$ cat config.mk
export PLATFORM = sky130hd
export DESIGN_NAME = telemetry_frame_serializer
export DESIGN_NICKNAME = d
export VERILOG_FILES = /design/src/sv/tfs_pkg.sv /design/src/sv/tfs_cell.sv /design/src/sv/tfs_emit.sv /design/src/sv/telemetry_frame_serializer.sv
export SDC_FILE = /design/constraint.sdc
export NUM_CORES = 1
export LEC_CHECK = 0
export BUFFER_PORTS_ARGS = -buffer_cell sky130_fd_sc_hd__buf_2
export CAP_MARGIN = 5
export CELL_PAD_IN_SITES_DETAIL_PLACEMENT = 1
export CELL_PAD_IN_SITES_GLOBAL_PLACEMENT = 1
export CORE_ASPECT_RATIO = 1.2
export CORE_UTILIZATION = 45
export CTS_CLUSTER_DIAMETER = 80
export DETAILED_ROUTE_END_ITERATION = 16
export HOLD_SLACK_MARGIN = 0.06
export PLACE_DENSITY = 0.85
export SLEW_MARGIN = 20
export SYNTH_ARGS = -nofsm -noshare
export SYNTH_HDL_FRONTEND = slang
export SYNTH_SLANG_ARGS = --single-unit
$ cat constraint.sdc
create_clock -name clk -period 11.4 [get_ports clk]
set_input_delay 0.57 -clock clk [delete_from_list [all_inputs] [get_ports clk]]
set_output_delay 0.57 -clock clk [all_outputs]
set_load 0.1 [all_outputs]
$ cat src/sv/tfs_pkg.sv
package tfs_pkg;

  localparam int ByteW        = 8;
  localparam int NumCells     = 16;
  localparam int CmdBodyBytes = 5;
  localparam int CfgIdxW      = 3;

  localparam logic [ByteW-1:0] HeadReset   = 8'hAA;
  localparam logic [ByteW-1:0] AddrReset   = 8'h62;
  localparam logic [ByteW-1:0] PoseIdReset = 8'h91;
  localparam logic [ByteW-1:0] CmdIdReset  = 8'h92;
  localparam logic [ByteW-1:0] PoseLenByte = 8'h0C;
  localparam logic [ByteW-1:0] CmdLenByte  = 8'h01;

  localparam logic ModePose = 1'b0;
  localparam logic ModeCmd  = 1'b1;

  typedef enum logic [CfgIdxW-1:0] {
    REG_HEAD    = 3'd0,
    REG_ADDR    = 3'd1,
    REG_POSE_ID = 3'd2,
    REG_CMD_ID  = 3'd3
  } cfg_reg_t;

  typedef struct packed {
    logic              mode;
    logic signed [15:0] pos_x;
    logic signed [15:0] pos_y;
    logic signed [15:0] pos_z;
    logic signed [15:0] vel_x;
    logic signed [15:0] vel_y;
    logic signed [15:0] vel_z;
    logic signed [7:0]  command_code;
  } tfs_item_t;

  typedef struct packed {
    logic [ByteW-1:0] data_byte;
    logic             last_byte;
  } tfs_byte_t;

  typedef struct packed {
    logic             valid;
    logic             end_flag;
    logic [ByteW-1:0] data;
  } tfs_cell_t;

endpackage

$ cat src/sv/tfs_cell.sv
module tfs_cell (
  input  logic               clk,
  input  logic               rst,
  input  logic               load,
  input  logic               shift,
  input  tfs_pkg::tfs_cell_t load_val,
  input  tfs_pkg::tfs_cell_t nbr,
  output tfs_pkg::tfs_cell_t slot
);
  import tfs_pkg::*;

  // A load wins over a shift: it only coincides with popping the last byte.
  always_ff @(posedge clk) begin
    if (rst) begin
      slot.valid <= 1'b0;
    end else if (load) begin
      slot <= load_val;
    end else if (shift) begin
      slot <= nbr;
    end
  end

endmodule

$ cat src/sv/tfs_emit.sv
module tfs_emit (
  input  logic               clk,
  input  logic               rst,
  input  tfs_pkg::tfs_cell_t head,
  output logic               pop,
  output logic               frm_valid,
  input  logic               frm_stall,
  output tfs_pkg::tfs_byte_t frm
);
  import tfs_pkg::*;

  typedef enum logic [1:0] {
    PH_BODY,
    PH_SUM,
    PH_ADDON
  } phase_t;

  phase_t           phase;
  logic [ByteW-1:0] sum;
  logic [ByteW-1:0] addon;
  logic [ByteW-1:0] sum_next;
  logic [ByteW-1:0] addon_next;
  logic             out_free;

  assign out_free   = !frm_valid || !frm_stall;
  assign pop        = out_free && (phase == PH_BODY) && head.valid;
  assign sum_next   = sum + head.data;
  assign addon_next = addon + sum_next;

  always_ff @(posedge clk) begin
    if (rst) begin
      phase     <= PH_BODY;
      sum       <= '0;
      addon     <= '0;
      frm_valid <= 1'b0;
    end else if (out_free) begin
      unique case (phase)
        PH_BODY: begin
          frm_valid <= head.valid;
          if (head.valid) begin
            frm.data_byte <= head.data;
            frm.last_byte <= 1'b0;
            sum           <= sum_next;
            addon         <= addon_next;
            if (head.end_flag) begin
              phase <= PH_SUM;
            end
          end
        end
        PH_SUM: begin
          frm_valid     <= 1'b1;
          frm.data_byte <= sum;
          frm.last_byte <= 1'b0;
          phase         <= PH_ADDON;
        end
        PH_ADDON: begin
          frm_valid     <= 1'b1;
          frm.data_byte <= addon;
          frm.last_byte <= 1'b1;
          sum           <= '0;
          addon         <= '0;
          phase         <= PH_BODY;
        end
        default: begin
          phase <= PH_BODY;
        end
      endcase
    end
  end

endmodule

$ cat src/sv/telemetry_frame_serializer.sv
// Telemetry frame serializer.
// An item request (item_valid/item_stall) carries a frame type and its fields.
// The block sends the frame one byte at a time on the frm channel
// (frm_valid/frm_stall) and sets last_byte on the closing add-on check byte.
// A pose frame is 18 bytes, a command frame 7 bytes.
// The frame body is loaded in parallel into a row of 16 byte cells that shift
// toward the output; the output stage accumulates both check bytes as body
// bytes pass and appends them.
// An accepted body is registered in the cells and then in the output stage.
// An item taken as the previous frame ends follows that frame's two check bytes.
// Throughput: one byte per cycle while frm_stall does not hold the output; the
// next item is taken in the cycle the last body byte leaves the row, before
// the previous frame's check bytes are sent.
// When a valid byte meets frm_stall, it holds and the row stops shifting;
// item_stall rises as soon as the row cannot take a new frame.
// The cfg channel (cfg_valid/cfg_ready) writes the four header registers and
// is always ready; indexes beyond the last register are ignored.
// Reset (rst, synchronous) empties the row and the output stage and restores
// the register defaults.
module telemetry_frame_serializer (
  input  logic                          clk,
  input  logic                          rst,
  input  logic                          item_valid,
  output logic                          item_stall,
  input  tfs_pkg::tfs_item_t            item,
  output logic                          frm_valid,
  input  logic                          frm_stall,
  output tfs_pkg::tfs_byte_t            frm,
  input  logic                          cfg_valid,
  output logic                          cfg_ready,
  input  logic [tfs_pkg::CfgIdxW-1:0]   cfg_index,
  input  logic [tfs_pkg::ByteW-1:0]     cfg_data
);
  import tfs_pkg::*;

  logic [ByteW-1:0] head_byte;
  logic [ByteW-1:0] target_address;
  logic [ByteW-1:0] pose_frame_id;
  logic [ByteW-1:0] command_frame_id;

  tfs_cell_t        cells    [NumCells];
  tfs_cell_t        load_val [NumCells];
  logic [ByteW-1:0] body     [NumCells];
  logic             load;
  logic             pop;

  assign cfg_ready = 1'b1;

  always_ff @(posedge clk) begin
    if (rst) begin
      head_byte        <= HeadReset;
      target_address   <= AddrReset;
      pose_frame_id    <= PoseIdReset;
      command_frame_id <= CmdIdReset;
    end else if (cfg_valid && cfg_ready) begin
      unique case (cfg_index)
        REG_HEAD:    head_byte        <= cfg_data;
        REG_ADDR:    target_address   <= cfg_data;
        REG_POSE_ID: pose_frame_id    <= cfg_data;
        REG_CMD_ID:  command_frame_id <= cfg_data;
        default: ;
      endcase
    end
  end

  always_comb begin
    for (int i = 0; i < NumCells; i++) begin
      body[i] = '0;
    end
    body[0] = head_byte;
    body[1] = target_address;
    if (item.mode == ModePose) begin
      body[2]  = pose_frame_id;
      body[3]  = PoseLenByte;
      body[4]  = item.pos_x[7:0];
      body[5]  = item.pos_x[15:8];
      body[6]  = item.pos_y[7:0];
      body[7]  = item.pos_y[15:8];
      body[8]  = item.pos_z[7:0];
      body[9]  = item.pos_z[15:8];
      body[10] = item.vel_x[7:0];
      body[11] = item.vel_x[15:8];
      body[12] = item.vel_y[7:0];
      body[13] = item.vel_y[15:8];
      body[14] = item.vel_z[7:0];
      body[15] = item.vel_z[15:8];
    end else begin
      body[2] = command_frame_id;
      body[3] = CmdLenByte;
      body[4] = item.command_code;
    end
    for (int i = 0; i < NumCells; i++) begin
      load_val[i].data     = body[i];
      load_val[i].valid    = (item.mode == ModePose) || (i < CmdBodyBytes);
      load_val[i].end_flag = (item.mode == ModePose) ? (i == NumCells - 1)
                                                     : (i == CmdBodyBytes - 1);
    end
  end

  // The row can take a frame when empty, or when its last byte leaves now.
  assign item_stall = !(!cells[0].valid || (cells[0].valid && !cells[1].valid && pop));
  assign load       = item_valid && !item_stall;

  for (genvar g = 0; g < NumCells; g++) begin : g_cell
    tfs_cell_t nbr;
    if (g == NumCells - 1) begin : g_tail
      assign nbr = '0;
    end else begin : g_mid
      assign nbr = cells[g+1];
    end
    tfs_cell u_cell (
      .clk      (clk),
      .rst      (rst),
      .load     (load),
      .shift    (pop),
      .load_val (load_val[g]),
      .nbr      (nbr),
      .slot     (cells[g])
    );
  end

  tfs_emit u_emit (
    .clk       (clk),
    .rst       (rst),
    .head      (cells[0]),
    .pop       (pop),
    .frm_valid (frm_valid),
    .frm_stall (frm_stall),
    .frm       (frm)
  );

endmodule

Word level (Yosys, flattened, before mapping) --
Cells that the tools add are included.
Cells by class: reduce and logical (&&, ||, !) cells 28, $lt $le $gt $ge 0, bitwise logic cells 2, divide/modulo/power cells 0, mux-type cells 46, $add $sub $neg 2, eq/ne operators 7, multiply operators 0, shift operators 0
Operator list (number):
- 10-bit 2-to-1 mux | 32
- 88-bit 2-to-1 mux | 1
- 8-bit case mux with 2 select lines | 2
- 9-bit case mux with 3 select lines | 1
- 24-bit 2-to-1 mux | 1
- 8-bit adder | 2
- 8-bit 2-to-1 mux | 2
- 2-bit AND reduction | 6
- 9-bit 2-to-1 mux | 1
- 3-bit by 2-bit equality test with 1-bit output (second input constant) | 2
- 3-bit AND reduction | 2
- 2-bit nonzero test | 3
- 1-bit logical AND | 5
- 1-bit logical NOT | 5
- 2-bit 2-to-1 mux | 2
- 2-bit inequality test (second input constant) | 2
- 2-bit case mux with 2 select lines | 1
- 4-bit AND reduction | 1
- 3-bit by 1-bit equality test with 1-bit output (second input constant) | 1
- 3-bit logical NOT | 1
- 3-bit nonzero test | 1
- 2-bit by 1-bit equality test with 1-bit output (second input constant) | 1
- 2-bit equality test (second input constant) | 1
- 2-bit logical NOT | 1
- other kinds (5) | 8
Word-level totals: logic and storage cells 143, latch bits 0, output and inout port bits 12, memory bits (read-only) 0, bits of input ports 121, flip-flop bits (word level) 220, memories 0, RAM bits 0

Logic depth before layout (Yosys ltp) --
word-level depth 9, gate-level depth with buffers 13, gate-level depth less buffers 13

Modules after synthesis --
From an unflattened synthesis, not the netlist that was laid out.
Second synthesis, totals: cells, all modules 875, area, all modules 11582.4 sq um
By module, submodules not included:
- tfs_cell | area an instance 475.5 sq um, instances 16, cells an instance 26
- telemetry_frame_serializer | area an instance 2138.3 sq um, instances 1, cells an instance 249
- tfs_emit | area an instance 1836.8 sq um, instances 1, cells an instance 210

Least setup slack after synthesis --
OpenSTA, ideal clock, no wires.
kind reg2reg, start point register u_emit.frm_valid, end point register g_cell[0].u_cell.slot[0] (netlist name), enable pin, cell stages (with the launch flop) 9, setup time 695 ps, path buffers 3, slack 1899 ps, data arrival time 8806 ps, period minus slack after synthesis 9501 ps, cell sequence dfxtp_1 -> nand2_1 -> nand2_1 -> o21ai_1 -> nand2_1 -> clkbuf_1 -> buf_2 -> buf_2 -> a21oi_1
Between the ends: longest elaborated chain between the ends 9
RTL lines:
- start, declared | RTL line tfs_emit.sv:6 | output logic frm_valid,
- start signal, assigned | RTL line tfs_emit.sv:39 | frm_valid <= head.valid;
- 1-bit logical NOT * | RTL line tfs_emit.sv:25 | assign out_free = !frm_valid || !frm_stall;
- 1-bit logical OR * | RTL line tfs_emit.sv:25
- 1-bit logical AND * (2 in series) | RTL line tfs_emit.sv:26 | assign pop = out_free && (phase == PH_BODY) && head.valid;
- 1-bit logical AND | RTL line telemetry_frame_serializer.sv:101 | assign item_stall = !(!cells[0].valid || (cells[0].valid && !cells[1].valid && pop));
- 1-bit logical OR | RTL line telemetry_frame_serializer.sv:101
- 1-bit logical AND | RTL line telemetry_frame_serializer.sv:102 | assign load = item_valid && !item_stall;
- 2-bit nonzero test (no line) *
- 2-bit AND reduction (no line) *
- end signal, assigned | RTL line tfs_cell.sv:17 | slot <= load_val;
- end signal, assigned | RTL line tfs_cell.sv:19 | slot <= nbr;
- end, declared | RTL line tfs_cell.sv:8 | output tfs_pkg::tfs_cell_t slot
Mark *: on every way between the ends. The rest lies on a longest branch, timed or not. A chain may end at the register's enable or synchronous reset.

Worst setup path in the final report --
start point register g_cell[0].u_cell.slot[0] (netlist name), end point register u_emit.addon[7]
Between the ends: longest elaborated chain between the ends 4
RTL lines:
- 8-bit adder | RTL line tfs_emit.sv:27 | assign sum_next = sum + head.data;
- 8-bit adder | RTL line tfs_emit.sv:28 | assign addon_next = addon + sum_next;
- 8-bit 2-to-1 mux | RTL line tfs_emit.sv:40 | if (head.valid) begin
- 8-bit case mux with 2 select lines | RTL line tfs_emit.sv:37 | unique case (phase)
- end signal, assigned | RTL line tfs_emit.sv:44 | addon <= addon_next;
- end, declared | RTL line tfs_emit.sv:20 | logic [ByteW-1:0] addon;
No other way between the ends. The select of a mux whose other input is x is not followed.

==> results.txt <==
- The worst register-to-register path has a depth of 13.
* Number of sinks on the clock net: 220
* Critical path required time: 11.79 ns
- The worst hold path begins at cfg_data[7].
* Final-layout setup total negative slack: 0 ns
- Quantity of I/O buffers inserted on ports: 131
- The final critical path takes up 30.85% of the cycle.
* Status: finished clean
- EDFF count, synth: 153
* Async set or reset register ratio after synthesis: 0%
- Setup repair after global routing left no endpoint under its margin.
* WS Path Type: reg -> reg
* Core region area: 0.02170 sq mm
- Drt total wl: 25,250 um
- Hold Crit Depth: 3
- Per report_power, the sequential group accounts for 47.5% of the total.
- The number of antenna diodes in the final layout is 0.
- The synthesized netlist contains 51 unique library cells.
- Data on the critical path arrives at its endpoint at 3.91 ns.
- Timing would allow up to 284.3 MHz.
* Multi-input gate area in the final layout: 0.003784 sq mm
- Average cell area after synthesis: 10.39 sq um
- Kind of path behind the tightest hold check: in -> reg
* Clock transition at the register clock pins on the worst setup and hold paths after CTS: 0.06 ns
- Of the total power, combinational logic draws 13.4%.
* Endpoint with the worst hold slack: command_frame_id[7]
- Synthesis warning total: 0
- Count of cells resized by post-cts repair: 0
- Critical Path Sink Type: register
- For this run, the leading register cell type out of synthesis is sky130_fd_sc_hd__edfxtp_1.
* Post-synth net total: 1,102
* Number of H-tree levels: 1
- Sequential elements use 59.55% of the synthesized area.
- Startpoint kind of the worst setup timing path: register
* Post-detailed-route wirelength per cell: 18.66 um
* Net count, final: 1,204
- Of all nets on the critical path, the largest fanout is 4.
* Clock share of power: 39.1%
* Count of TritonRoute iterations in the first routing pass: 6
- Initial antenna violation count: 1
* Post-layout minimum cycle time: 3.517 ns
- DR DRC count: 0
- Storage cell area: 0.005936 sq mm
- TritonCTS built the clock tree.
* Hold violation total from the final report: 0
- Placer's final routability congestion estimate: 0.8087
* Switching power as a share of total power: 26.05%
- Power density over the cells: 173.7 mW/mm^2
- Max-Slew Margin vs Limit: 38.66%
- During I/O placement, the number of pins put on the boundary was 133.
- Final cell count without fillers: 1,353
* Root buffer cell: sky130_fd_sc_hd__clkbuf_16
- Post-Synthesis Cell Area: 0.009968 sq mm
* Insertion delay of the later-clocked pin in the worst-skew pair: 0.52 ns
- Vias in the first global route: 7,817
- For this block, the via count after detailed routing is 7,301.
- Setup violations remaining at the end of the flow were counted as 0.
- Hold-fix buffers, CTS: 0
- The worst register-to-register path ends at u_emit.addon[7].
- Cell count after synthesis: 959
- The die covers 0.02275 sq mm.
* Worst IR Drop VDD: 0.0001163 V
- Counting the fill cells in the layout gives 2,428.
* Detailed placement HPWL: 17,010 um
* Internal Pwr Total: 1.491 mW
- The total count of max-transition violations in the final report was 0.
* Share of post-route cells with drive strength above 1: 17.24%
- In the global route stage, overall resource usage came out at 22.89%.
* Worst hold slack: 0.3268 ns
- Transition time at the pin with the least slew margin: 0.9161 ns
- Relative to the synthesized area, the layout overhead comes to 16.42%.
- After synthesis the netlist holds a flip-flop and latch count of 220.
- Measured along the y axis, the die boundary spans 165.0 um.
- Post-Place Worst Slack: 7.514 ns
- Inst Count DP: 1,309
- Reg2Reg Setup Slack: 7.88 ns
- Setup WS post-layout: 7.883 ns
- Worst reg2reg path startpoint: g_cell[0].u_cell.slot[0]
- Buffers added to address setup during post-CTS repair amount to 0.
- Entering global routing, the biggest net connects 131 pins.
* Maximum clock path buffer count: 3
- In this run the remaining antenna-violating nets after routing total 0.
* TritonCTS Buffers: 24
- Clock skew on the completed layout was measured at 0.02076 ns.
* Switching power: 0.5251 mW
- Starting density of the core: 45.93%
- For this block, the initial DRC count from the detailed router was 395.
- In the routed layout, each cell is associated on average with a via count of 5.396.
- DIE WIDTH: 137.9 um
- In this run the core area contains 59 standard-cell rows.
- Max-cap violations in this run came to 0.
- The analysis attributes to cell leakage a power of 4.557 nW.
* Total congestion overflow after global routing: 0
* Wire length of the first global-routing pass: 39,990 um
sequential cells by signal (all words and copies together) (netlist names):
signal,count
u_emit.frm,9
target_address,8
pose_frame_id,8
command_frame_id,8
g_cell.u_cell.slot,160
u_emit.frm_valid,1
u_emit.addon,8
head_byte,8
u_emit.phase,2
u_emit.sum,8
cells in the final DEF, fill, tap and decap left out, types with 5 or more instances in the layout:
| cell | count |
|---|---|
| sky130_fd_sc_hd__a21o_1 | 6 |
| sky130_fd_sc_hd__a21oi_1 | 35 |
| sky130_fd_sc_hd__a22oi_1 | 14 |
| sky130_fd_sc_hd__a31oi_1 | 15 |
| sky130_fd_sc_hd__and2_1 | 29 |
| sky130_fd_sc_hd__buf_2 | 131 |
| sky130_fd_sc_hd__clkbuf_16 | 25 |
| sky130_fd_sc_hd__dfxtp_1 | 67 |
| sky130_fd_sc_hd__edfxtp_1 | 153 |
| sky130_fd_sc_hd__ha_1 | 20 |
| sky130_fd_sc_hd__inv_1 | 9 |
| sky130_fd_sc_hd__mux2i_1 | 34 |
| sky130_fd_sc_hd__nand2_1 | 225 |
| sky130_fd_sc_hd__nand2b_1 | 83 |
| sky130_fd_sc_hd__nand3_1 | 12 |
| sky130_fd_sc_hd__nor2_1 | 36 |
| sky130_fd_sc_hd__o21ai_1 | 99 |
| sky130_fd_sc_hd__xnor2_1 | 5 |
synthesized netlist by cell type (all sizes together), types with 9 or more instances:
cell type / n / area share, %
a21oi: 36 / 1.8
clkbuf: 41 / 1.5
dfxtp: 67 / 13
nand2: 226 / 8.5
a31oi: 15 / 0.94
nand3: 12 / 0.60
mux2i: 34 / 3.4
nor2: 38 / 1.5
ha: 20 / 2.5
inv: 9 / 0.34
and2: 29 / 1.8
o21ai: 103 / 5.2
a22oi: 14 / 1.1
nand2b: 83 / 5.2
edfxtp: 153 / 46
buf: 20 / 1.0
final cells by class:
class,instances,area share [%]
Clock inverter,12,0.9919
Sequential cell,220,51.15
Clock buffer,32,5.876
Inverter,10,0.3234
Tap cell,274,2.954
Timing Repair Buffer,137,6.102
Multi-Input combinational cell,668,32.60
power groups by stage:
stage,registers (mW),clock network [mW],logic [mW]
after detailed placement,0.974,0,0.269
after floorplan,0.989,0,0.176
after global placement,0.970,0,0.254
final,0.958,0.789,0.269
after CTS,0.959,0.799,0.272
after global routing,0.963,0.826,0.301
metal layers:
metal  vias up  wire length (um)  global-route usage (%)
met5         -                14                       0
met4         2               999                   9.190
met3        65              1025                   3.714
met2       190             13120                   41.91
met1      3531             10090                   26.17
li1       3513                 -                       -
cells by family (layout without fill, tap and decap cells):
| logic type | count (synthesis) | after routing | synth area share [%] |
|---|---|---|---|
| xor+xnor | 8 | 8 | 0.7783 |
| other cells | 1 | 1 | 0.03762 |
| compound gates | 188 | 188 | 10.74 |
| flops | 220 | 220 | 59.55 |
| mux | 36 | 36 | 3.640 |
| simple gates | 413 | 413 | 19.42 |
| fa+ha+maj | 22 | 22 | 2.912 |
| buf+inv | 71 | 191 | 2.925 |
critical path: stages, from the launching register on:
cell and delay, ns:
sky130_fd_sc_hd__edfxtp_1 0.38, sky130_fd_sc_hd__ha_1 0.24, sky130_fd_sc_hd__fa_1 0.41, sky130_fd_sc_hd__a21o_1 0.18
sky130_fd_sc_hd__a21oi_1 0.21, sky130_fd_sc_hd__o21bai_1 0.09, sky130_fd_sc_hd__a21oi_1 0.17, sky130_fd_sc_hd__xnor2_1 0.11
sky130_fd_sc_hd__ha_1 0.21, sky130_fd_sc_hd__or3_1 0.38, sky130_fd_sc_hd__o22ai_1 0.30, sky130_fd_sc_hd__nor4b_1 0.09
sky130_fd_sc_hd__mux2_1 0.31, sky130_fd_sc_hd__a311o_1 0.31
stage by stage:
step           utilization (%)  power (mW)  cell area [sq um]
2_1_floorplan                -       1.165               9968
3_3_place_gp             49.71       1.224              10790
3_5_place_dp             49.71       1.243              10790
4_1_cts                  53.38       2.030              11580
5_1_grt                  53.47       2.090              11600
6_report                 53.47       2.016              11600
how the worst max path moves through the flow:
stage                             start                         to  slack [ns]  cells past startpoint
2_1_floorplan          u_emit.frm_valid   g_cell[0].u_cell.slot[0]        1.90                      8
3_3_place_gp                  frm_stall  g_cell[13].u_cell.slot[1]        7.65                      8
3_5_place_dp                  frm_stall  g_cell[13].u_cell.slot[1]        7.51                      8
4_1_cts                 u_emit.phase[0]   g_cell[0].u_cell.slot[4]        7.65                      8
5_1_grt                 u_emit.phase[0]   g_cell[6].u_cell.slot[5]        7.63                      8
6_report       g_cell[0].u_cell.slot[0]            u_emit.addon[7]        7.88                     13
No activity file was read; power rests on OpenSTA's default activity.
